$ cat config.mk
export PLATFORM = sky130hd
export DESIGN_NAME = stack_calculator_exec_unit
export DESIGN_NICKNAME = d
export VERILOG_FILES = /design/src/sv/scex_pkg.sv /design/src/sv/scex_cell.sv /design/src/sv/scex_alu.sv /design/src/sv/stack_calculator_exec_unit.sv
export SDC_FILE = /design/constraint.sdc
export NUM_CORES = 2
export LEC_CHECK = 0
export BUFFER_PORTS_ARGS = -buffer_cell sky130_fd_sc_hd__buf_2
export CORE_AREA = 2 2 386 311
export CTS_BUF_LIST = sky130_fd_sc_hd__clkbuf_4
export DETAILED_ROUTE_END_ITERATION = 10
export DIE_AREA = 0 0 388 313
export GPL_TIMING_DRIVEN = 0
export PLACE_DENSITY = 0.55
export SETUP_SLACK_MARGIN = 0.02
export SLEW_MARGIN = 5
export SYNTH_ARGS = -nofsm -noshare
export SYNTH_HDL_FRONTEND = slang
export SYNTH_SLANG_ARGS = --single-unit
$ cat constraint.sdc
create_clock -name i_clk -period 70 [get_ports i_clk]
set_input_delay 7 -clock i_clk [delete_from_list [all_inputs] [get_ports i_clk]]
set_output_delay 7 -clock i_clk [all_outputs]
set_load 0.02 [all_outputs]
$ cat src/sv/scex_pkg.sv
`timescale 1ns / 1ps
// ----------------------------------------------------------------------------
// scex_pkg
// command and status codes, word layout and cell control shared by the
// stack calculator execution unit
// ----------------------------------------------------------------------------
package scex_pkg;

    localparam int DATA_W   = 32;
    localparam int CMD_W    = 3;
    localparam int STATUS_W = 2;
    localparam int COUNT_W  = 5;

    typedef logic [DATA_W-1:0]   t_data;
    typedef logic [CMD_W-1:0]    t_cmd;
    typedef logic [STATUS_W-1:0] t_status;

    localparam t_cmd CMD_PUSH  = 3'd0;
    localparam t_cmd CMD_POP   = 3'd1;
    localparam t_cmd CMD_ADD   = 3'd2;
    localparam t_cmd CMD_MUL   = 3'd3;
    localparam t_cmd CMD_PRINT = 3'd4;

    localparam t_status ST_OK      = 2'd0;
    localparam t_status ST_UNDER   = 2'd1;
    localparam t_status ST_UNKNOWN = 2'd2;
    localparam t_status ST_OVER    = 2'd3;

    localparam int S_TDATA_W = 32;
    localparam int S_TUSER_W = 3;
    localparam int M_TDATA_W = 40;
    localparam int M_TUSER_W = 3;

    // load_above: take the neighbor nearer the top (push direction)
    // load_below: take the neighbor farther from the top (pop direction)
    typedef struct packed {
        logic load_above;
        logic load_below;
    } t_cell_ctl;

endpackage

$ cat src/sv/scex_cell.sv
`timescale 1ns / 1ps
// ----------------------------------------------------------------------------
// scex_cell
// one stack entry; shifts toward or away from the top on command
// ----------------------------------------------------------------------------
module scex_cell (
    input  logic               i_clk,
    input  scex_pkg::t_cell_ctl i_ctl,
    input  scex_pkg::t_data    i_above,
    input  scex_pkg::t_data    i_below,
    output scex_pkg::t_data    o_data
);

    scex_pkg::t_data r_data;

    always_ff @(posedge i_clk) begin
        priority if (i_ctl.load_above) begin
            r_data <= i_above;
        end else if (i_ctl.load_below) begin
            r_data <= i_below;
        end else begin
            r_data <= r_data;
        end
    end

    assign o_data = r_data;

endmodule

$ cat src/sv/scex_alu.sv
`timescale 1ns / 1ps
// ----------------------------------------------------------------------------
// scex_alu
// wrapped 32-bit add or multiply of the top two stack entries
// ----------------------------------------------------------------------------
module scex_alu (
    input  logic            i_is_mul,
    input  scex_pkg::t_data i_a,
    input  scex_pkg::t_data i_b,
    output scex_pkg::t_data o_result
);

    scex_pkg::t_data w_sum;
    scex_pkg::t_data w_prod;

    assign w_sum    = i_a + i_b;
    assign w_prod   = i_a * i_b;
    assign o_result = i_is_mul ? w_prod : w_sum;

endmodule

$ cat src/sv/stack_calculator_exec_unit.sv
`timescale 1ns / 1ps
// ----------------------------------------------------------------------------
// stack_calculator_exec_unit
// stack machine executing push, pop, add, mul and print on a row of cells
// ----------------------------------------------------------------------------
// The operand stack is a row of STACK_DEPTH cells with the top entry always
// in the first cell; push shifts every cell one place down, pop shifts up,
// and add or mul writes the result into the first cell while the rest shift
// up. Each instruction word is executed in the cycle it is accepted and its
// result word appears from the output register in the next cycle, so one
// word per clock is sustained while m_axis_tready holds; the multiplier
// feeding the top cell is combinational. A new word is accepted while the output
// register is empty or being drained. Errors (underflow, overflow, unknown
// command) leave the stack as it was. No clearing pass is needed after reset.
module stack_calculator_exec_unit #(
    parameter int STACK_DEPTH = 16
) (
    input  logic                           i_clk,
    input  logic                           i_rst_n,
    input  logic                           s_axis_tvalid,
    output logic                           s_axis_tready,
    // push_value
    input  logic [scex_pkg::S_TDATA_W-1:0] s_axis_tdata,
    // cmd
    input  logic [scex_pkg::S_TUSER_W-1:0] s_axis_tuser,
    output logic                           m_axis_tvalid,
    input  logic                           m_axis_tready,
    // shown_value, stack_count, zero pad
    output logic [scex_pkg::M_TDATA_W-1:0] m_axis_tdata,
    // status, shown_valid
    output logic [scex_pkg::M_TUSER_W-1:0] m_axis_tuser
);

    localparam int CW = $clog2(STACK_DEPTH + 1);

    logic              w_accept;
    scex_pkg::t_cmd    w_cmd;
    scex_pkg::t_data   w_cell_q [STACK_DEPTH];
    scex_pkg::t_data   w_alu_result;
    scex_pkg::t_data   w_head_in;
    logic              w_has1;
    logic              w_has2;
    logic              w_full;

    scex_pkg::t_cell_ctl w_head_ctl;
    scex_pkg::t_cell_ctl w_body_ctl;
    scex_pkg::t_cell_ctl n_head_ctl;
    scex_pkg::t_cell_ctl n_body_ctl;
    logic                n_head_sel_alu;

    logic [CW-1:0]     r_count;
    logic [CW-1:0]     n_count;
    scex_pkg::t_status n_status;
    logic              n_shown_valid;
    scex_pkg::t_data   n_shown_value;

    logic              r_out_valid;
    scex_pkg::t_status r_status;
    logic              r_shown_valid;
    scex_pkg::t_data   r_shown_value;
    logic [CW-1:0]     r_out_count;

    assign w_cmd         = s_axis_tuser;
    assign s_axis_tready = !r_out_valid || m_axis_tready;
    assign w_accept      = s_axis_tvalid && s_axis_tready;

    assign w_has1 = (r_count != '0);
    assign w_has2 = (r_count >= CW'(2));
    assign w_full = (r_count == CW'(STACK_DEPTH));

    always_comb begin
        n_status       = scex_pkg::ST_OK;
        n_shown_valid  = 1'b0;
        n_shown_value  = '0;
        n_count        = r_count;
        n_head_ctl     = '0;
        n_body_ctl     = '0;
        n_head_sel_alu = 1'b0;
        unique case (w_cmd)
            scex_pkg::CMD_PUSH: begin
                if (w_full) begin
                    n_status = scex_pkg::ST_OVER;
                end else begin
                    n_head_ctl.load_above = 1'b1;
                    n_body_ctl.load_above = 1'b1;
                    n_count               = r_count + CW'(1);
                end
            end
            scex_pkg::CMD_POP: begin
                if (!w_has1) begin
                    n_status = scex_pkg::ST_UNDER;
                end else begin
                    n_head_ctl.load_below = 1'b1;
                    n_body_ctl.load_below = 1'b1;
                    n_count               = r_count - CW'(1);
                end
            end
            scex_pkg::CMD_ADD, scex_pkg::CMD_MUL: begin
                if (!w_has2) begin
                    n_status = scex_pkg::ST_UNDER;
                end else begin
                    n_head_ctl.load_above = 1'b1;
                    n_head_sel_alu        = 1'b1;
                    n_body_ctl.load_below = 1'b1;
                    n_count               = r_count - CW'(1);
                end
            end
            scex_pkg::CMD_PRINT: begin
                if (!w_has1) begin
                    n_status = scex_pkg::ST_UNDER;
                end else begin
                    n_shown_valid = 1'b1;
                    n_shown_value = w_cell_q[0];
                end
            end
            default: begin
                n_status = scex_pkg::ST_UNKNOWN;
            end
        endcase
    end

    assign w_head_ctl = w_accept ? n_head_ctl : '0;
    assign w_body_ctl = w_accept ? n_body_ctl : '0;
    assign w_head_in  = n_head_sel_alu ? w_alu_result : s_axis_tdata[scex_pkg::DATA_W-1:0];

    scex_alu u_alu (
        .i_is_mul (w_cmd == scex_pkg::CMD_MUL),
        .i_a      (w_cell_q[0]),
        .i_b      (w_cell_q[1]),
        .o_result (w_alu_result)
    );

    for (genvar g = 0; g < STACK_DEPTH; g++) begin : g_cell
        scex_pkg::t_data w_above;
        scex_pkg::t_data w_below;
        scex_pkg::t_cell_ctl w_ctl;

        if (g == 0) begin : g_head
            assign w_above = w_head_in;
            assign w_ctl   = w_head_ctl;
        end else begin : g_body
            assign w_above = w_cell_q[g-1];
            assign w_ctl   = w_body_ctl;
        end

        if (g == STACK_DEPTH - 1) begin : g_tail
            assign w_below = '0;
        end else begin : g_mid
            assign w_below = w_cell_q[g+1];
        end

        scex_cell u_cell (
            .i_clk   (i_clk),
            .i_ctl   (w_ctl),
            .i_above (w_above),
            .i_below (w_below),
            .o_data  (w_cell_q[g])
        );
    end

    always_ff @(posedge i_clk) begin
        if (!i_rst_n) begin
            r_count     <= '0;
            r_out_valid <= 1'b0;
        end else begin
            if (w_accept) begin
                r_count     <= n_count;
                r_out_valid <= 1'b1;
            end else if (m_axis_tready) begin
                r_out_valid <= 1'b0;
            end
        end
    end

    always_ff @(posedge i_clk) begin
        if (w_accept) begin
            r_status      <= n_status;
            r_shown_valid <= n_shown_valid;
            r_shown_value <= n_shown_value;
            r_out_count   <= n_count;
        end
    end

    assign m_axis_tvalid = r_out_valid;
    assign m_axis_tuser  = {r_shown_valid, r_status};
    assign m_axis_tdata  = {3'b000, scex_pkg::COUNT_W'(r_out_count), r_shown_value};

    // checks
    a_count_bound: assert property (@(posedge i_clk) disable iff (!i_rst_n)
        r_count <= CW'(STACK_DEPTH))
        else $error("stack count above depth");

    a_push_grows: assert property (@(posedge i_clk) disable iff (!i_rst_n)
        (w_accept && w_cmd == scex_pkg::CMD_PUSH && !w_full)
        |=> (r_count == $past(r_count) + CW'(1)
             && w_cell_q[0] == $past(s_axis_tdata[scex_pkg::DATA_W-1:0])))
        else $error("push did not land on top");

    a_error_holds: assert property (@(posedge i_clk) disable iff (!i_rst_n)
        (w_accept && n_status != scex_pkg::ST_OK) |=> $stable(r_count))
        else $error("error word changed the stack count");

    a_shown_ok: assert property (@(posedge i_clk) disable iff (!i_rst_n)
        (r_out_valid && r_shown_valid) |-> (r_status == scex_pkg::ST_OK))
        else $error("shown value with error status");

    a_count_matches: assert property (@(posedge i_clk) disable iff (!i_rst_n)
        r_out_valid |-> (r_out_count == r_count))
        else $error("reported count differs from stack");

endmodule

# Word-level counts from Yosys, hierarchy flattened
# Cells that the tools add are included.
[totals]
ff_bits = 558
in_bits = 39
output_inout_bits = 45
wordCells = 97
[op_classes]
addsub = 3
mul = 1
order_cmp = 1
eq_ne = 5
mux = 54
reduce_logical = 11
[op_table]
columns = ["op", "count"]
rows = [
  ["two-way mux 32 bit", 34],
  ["adder 32 bit", 1],
  ["multiplier 32 x 32 -> 32 bit", 1],
  ["two-way mux 5 bit", 3],
  ["case mux 5 bit (3 select lines)", 1],
  ["two-way mux 1 bit", 10],
  ["== test 3 x 2 -> 1 bit (second input constant)", 2],
  ["two-way mux 2 bit", 3],
  ["case mux 2 bit (3 select lines)", 1],
  ["nonzero test 2 bit", 3],
  ["adder 5 x 1 -> 5 bit (second input constant)", 1],
  ["== test 5 bit (second input constant)", 1],
  [">= comparator 5 x 2 -> 1 bit (second input constant)", 1],
  ["nonzero test 5 bit", 1],
  ["subtractor 5 x 1 -> 5 bit (second input constant)", 1],
  ["case mux 1 bit (2 select lines)", 2],
  ["OR reduction 2 bit", 2],
  ["== test 3 x 1 -> 1 bit (second input constant)", 1],
  ["== test 3 bit (second input constant)", 1],
  ["zero test 3 bit", 1],
  ["AND reduction 2 bit", 1],
  ["logical AND 1 bit", 1],
  ["zero test 1 bit", 1],
  ["logical OR 1 bit", 1],
]

# Depth between registers and ports, before layout
[depth]
word_depth = 6
ltp_mapped = 28
ltp_nobuf = 26

# Hierarchy
# Synthesis repeated with hierarchy kept, for this count alone.
[hier_totals]
cells_unflattened = 3316
area_unflattened_um2 = 44221.2
[modules_own_cells]
columns = ["mod", "n_inst", "cells_each", "area_per_inst_um2", "seq_area_each_um2"]
rows = [
  ["scex_cell", 16, 69, 1507.7, 960.9],
  ["scex_alu", 1, 1979, 17397.9, 0.0],
  ["stack_calculator_exec_unit", 1, 233, 2700.1, 1321.3],
]

# Least setup slack after synthesis
# Ideal clock, no wire load.
[synth_timing]
path_kind = "input-to-reg"
start = "input m_axis_tready"
end = "register g_cell[10].u_cell.r_data[0], enable pin"
setup_time_ps = 1337
t_arrival_ps = 28419
required_time_ps = 68663
setup_slack_ps = 40245
cell_stages = 5
path_buffers = 0
path_cell_list = "nand2b_1 > nand2_1 > inv_1 > nand2b_1 > nor2_1"
[synth_via]
elab_chain_cells = 4
[synth_rtl]
columns = ["item", "line_no", "text"]
rows = [
  ["from (decl)", "stack_calculator_exec_unit.sv:27", "input logic m_axis_tready,"],
  ["logical OR 1 bit", "stack_calculator_exec_unit.sv:64", "assign s_axis_tready = !r_out_valid || m_axis_tready;"],
  ["logical AND 1 bit", "stack_calculator_exec_unit.sv:65", "assign w_accept = s_axis_tvalid && s_axis_tready;"],
  ["via w_accept", "stack_calculator_exec_unit.sv:36", "logic w_accept;"],
  ["two-way mux 2 bit", "stack_calculator_exec_unit.sv:123", "assign w_body_ctl = w_accept ? n_body_ctl : '0;"],
  ["nonzero test 2 bit (no line)", "-", ""],
  ["to (signal assigned)", "scex_cell.sv:18", "r_data <= i_above;"],
  ["to (signal assigned)", "scex_cell.sv:20", "r_data <= i_below;"],
  ["to (signal assigned)", "scex_cell.sv:22", "r_data <= r_data;"],
  ["to (decl)", "scex_cell.sv:14", "scex_pkg::t_data r_data;"],
]
# The timed path passes the listed nets, and every way through them passes these cells.
# A chain may end at the register's enable or synchronous reset.

# Worst setup path after layout
[layout_timing]
start = "input m_axis_tready"
end = "output s_axis_tready"
[layout_via]
elab_chain_cells = 1
[layout_rtl]
columns = ["item", "line_no", "text"]
rows = [
  ["logical OR 1 bit", "stack_calculator_exec_unit.sv:64", ""],
  ["to (decl)", "stack_calculator_exec_unit.sv:21", "output logic s_axis_tready,"],
]
# Every way passes these cells.

==> impl_metrics.csv <==
group,metric,value,unit
timing,rsz0062_at_grt,"no",
layout,post-route-cell-area,45500,um^2
synthesis,synth-async-reset-ratio,0,%
timing,finalCritPeriodShare,20.6,%
power,pwr-share-seq,17.5,%
grt,grt_pass1_wl,187,mm
timing,worst_slew_pin_slew,1.41,ns
grt,grtUsageTotal,21.0,%
worst_setup_path,worst-endpoint-arrival,7.41,ns
synthesis,syn_area,40900,um^2
power,combPwrFrac,69.8,%
cts,holdBufCountCts,0,
drt,ant_nets,0,
synthesis,synth_edf_count,552,
placed_design,placed_cell_area,43700,um^2
cts,cts_max_level,4,
min_path,holdPathStages,1,
drt,post_drt_wl_per_cell,24.1,um
layout,drive_gt1_share,22.1,%
synthesis,synth.avg_cell_area,12.3,um^2
drt,drtIter0Drc,2499,
power,netSwitchingPower,1140,uW
worst_setup_path,cp_max_fo,3,
layout,nets,4170,
drt,first_pass_iters,6,
timing,clock_skew,0.0665,ns
cts,root_buffer,"clkbuf_4",
cts,clockBufferDepth,3,
synthesis,yosysTopAreaCell,"edfxtp_1",
floorplanning,dieArea,121000,um^2
placed_design,hpwlAfterDp,95.9,mm
floorplanning,rows,113,
timing,tns,0,ns
power,p_clk_share,12.7,%
layout,multi_input_area,22100,um^2
grt,grt-ovfl-total,0,
timing,slew_headroom,5.86,%
synthesis,ys.flop_type,"edfxtp_1",
timing,fin_crit,14.41,ns
worst_setup_path,crit_chain,"buf_2, nand2b_1, buf_2",
timing,whs,0.526,ns
worst_setup_path,critPathMaxStageDelay,0.17,ns
power,switching_share,50.5,%
min_path,hold_path.class,"reg -> reg",
synthesis,yosysSeqAreaShare,40.8,%
power,total_power,2250,uW
cts,path_clk_slew,0.07,ns
drt,num_vias,27000,
layout,fillers,11600,
drt,viasPerCell,5.16,
job,max_cap_viol_count,0,
floorplanning,core,118000,um^2
synthesis,synth_common_cells,"edfxtp_1 (552), mux2_2 (434), fa_1 (409)",
placed_design,portBuffers,78,
grt,grt_antenna_before_repair,18,
min_path,min-delay-start,"g_cell[5].u_cell.o_data[18]$_DFFE_PP_",
placed_design,place.gp.congestion,0.953,
cts,cts_buffers,142,
worst_setup_path,rrSetupSlack,59.83,ns
cts,clk_latency,1.00,ns
cts,clkSinkCount,558,
power,ir_drop,119,uV
drt,routed_wl,126,mm
floorplanning,die_w,388,um
cts,cts_setup_buffers,0,
synthesis,synth_area_leaders,"edfxtp_1 (40%), fa_1 (20%), mux2_2 (12%), and2_1 (5.6%), ha_1 (4.8%)",
worst_setup_path,crit_type,"in -> out",
worst_setup_path,r2r_cells,26,
worst_setup_path,slowest_stage,"buf_2",
timing,hold_viol_final,0,
floorplanning,start_util,34.7,%
min_path,worst_hold_path.endpoint,"g_cell[4].u_cell.o_data[18]$_DFFE_PP_",
synthesis,yosysWarnings,0,
grt,grt_pass1_vias,28000,
worst_setup_path,r2r-end,"g_cell[0].u_cell.o_data[31]$_DFFE_PP_",
layout,fin_util,38.6,%
power,leakage,0.0180,uW
layout,syn_to_final_growth,11.2,%
power,power_density,49.4,nW/um^2
worst_setup_path,critical_path.most_common_cell,"buf_2",
worst_setup_path,worst_setup_path_start_kind,"input pin",
synthesis,synth_cell_type_count,71,
worst_setup_path,path_buf_inv,2,
timing,fmax,69.4,MHz
layout,seq_area,16700,um^2
synthesis,synth_top_area_share,40.5,%
cts,cts_tree,"done",
worst_setup_path,path_delay_family,"buffers and inverters",
synthesis,ys_ff_latch,558,
worst_setup_path,crit_path_end_kind,"output port",
grt,grt_max_degree,34,
status,status,"completed",
worst_setup_path,crit_required,63.00,ns
floorplanning,die_h,313,um
power,p_int,1110,uW
synthesis,synth.most_common_cell,"edfxtp_1",
drt,drc,0,
worst_setup_path,timing.rr.start,"g_cell[1].u_cell.o_data[4]$_DFFE_PP_",
timing,finalMaxSlewViolations,0,
synthesis,postSynthCellCount,3321,
cts,ctsResizeCount,0,
timing,finalSetupViolCount,0,
floorplanning,ios,84,
==> area by class of cell <==
| cell class | count | area share, % |
|---|---|---|
| clock buffer | 195 | 3.21 |
| clock inverter | 41 | 0.654 |
| sequential | 558 | 36.7 |
| inverter | 396 | 3.26 |
| timing repair buffer | 98 | 1.84 |
| multi-input combinational | 2195 | 48.4 |
| antenna | 16 | 0.0879 |
| buffer | 174 | 1.58 |
| tap | 1552 | 4.26 |
==> cell usage in the layout, fill, tap and decap left out, types with 6 or more instances in the layout <==
master    count
o211ai_1      6
mux2_2      434
nand2_1     268
nor2b_1      14
mux2_1       15
or3_1         7
a21o_1       19
diode_2      16
nand3_1      16
ha_1        157
clkbuf_4    195
o21ai_0      64
nand2b_1     13
dfxtp_1       6
clkinv_1     26
clkbuf_1    118
buf_2       119
a21oi_1      73
nor3_1       26
buf_12       14
a211oi_1     24
inv_2         6
o21ai_1       8
fa_1        409
a31oi_1      10
edfxtp_1    552
buf_1        11
xnor2_1      80
o21a_1        9
nor2_1       56
buf_16        6
inv_1       395
o31ai_1       8
xor2_1       31
and2_1      367
and3_1       10
==> power by group through the flow <==
stage	clock (uW)	sequential, uW	combinational, uW
2_1_floorplan	0	406	964
3_3_place_gp	0	416	1490
3_5_place_dp	0	400	1480
4_1_cts	297	393	1510
5_1_grt	311	394	1680
6_report	286	393	1570
==> worst max-delay path by stage <==
stage | slack [ns] | endpoint | cells past startpoint | from
finish | 55.59 | s_axis_tready | 3 | m_axis_tready
CTS | 55.58 | s_axis_tready | 3 | m_axis_tready
global route | 55.54 | s_axis_tready | 3 | m_axis_tready
detailed placement | 55.59 | s_axis_tready | 3 | m_axis_tready
floorplan | 40.24 | g_cell[10].u_cell.o_data[0]$_DFFE_PP_ | 5 | m_axis_tready
global placement | 30.11 | g_cell[14].u_cell.o_data[24]$_DFFE_PP_ | 6 | m_axis_tready
==> state kept, by name, indices dropped and copies added, names as in the netlist <==
signal,cells
r_out_count,5
r_status,2
r_count,5
m_axis_tvalid,1
r_shown_valid,1
g_cell.u_cell.o_data,512
r_shown_value,32
==> worst reg2reg max path: stages, from the launching register on <==
cell	delay [ns]
edfxtp_1	0.53
clkbuf_1	0.93
clkbuf_1	0.85
and2_1	0.26
fa_1	0.42
inv_1	0.08
fa_1	0.49
fa_1	0.51
fa_1	0.57
inv_1	0.06
fa_1	0.51
inv_1	0.06
fa_1	0.54
inv_1	0.05
fa_1	0.51
fa_1	0.44
ha_1	0.47
nor2_1	0.07
a211oi_1	0.47
and4_1	0.26
a21oi_1	0.13
a21oi_1	0.50
a31oi_1	0.22
o21ai_1	0.42
xnor2_1	0.28
mux2i_1	0.21
a21oi_1	0.09
==> cells by family (layout without fill, tap and decap cells) <==
kind of cell / after synthesis / count (layout) / synth area share (%)
buffers and inverters: 570 / 904 / 5.39
multiplexers: 451 / 451 / 12.4
XOR/XNOR: 111 / 111 / 2.37
AND/OR/NAND/NOR: 805 / 805 / 10.2
other: 1 / 19 / 0.00916
adder cells (fa/ha/maj): 566 / 566 / 24.8
AO/OA/AOI/OAI: 259 / 259 / 4.01
flip-flops: 558 / 558 / 40.8
==> routing by layer <==
metal  up-vias  share of wire, %  track usage [%]
met3       176                10             5.77
met2      1159                38             27.7
met1     13900                49             33.1
met5         -             0.033                0
li1      11700                 -                -
met4         6               2.2             5.48
==> per-stage QoR <==
stage          instances  setup slack [ns]
6_report            5225             55.59
5_1_grt             5210             55.54
4_1_cts             5209             55.58
3_5_place_dp        4973             55.59
3_3_place_gp        4953             30.11
2_1_floorplan       3323             40.24
No activity file was read; power rests on OpenSTA's default activity.
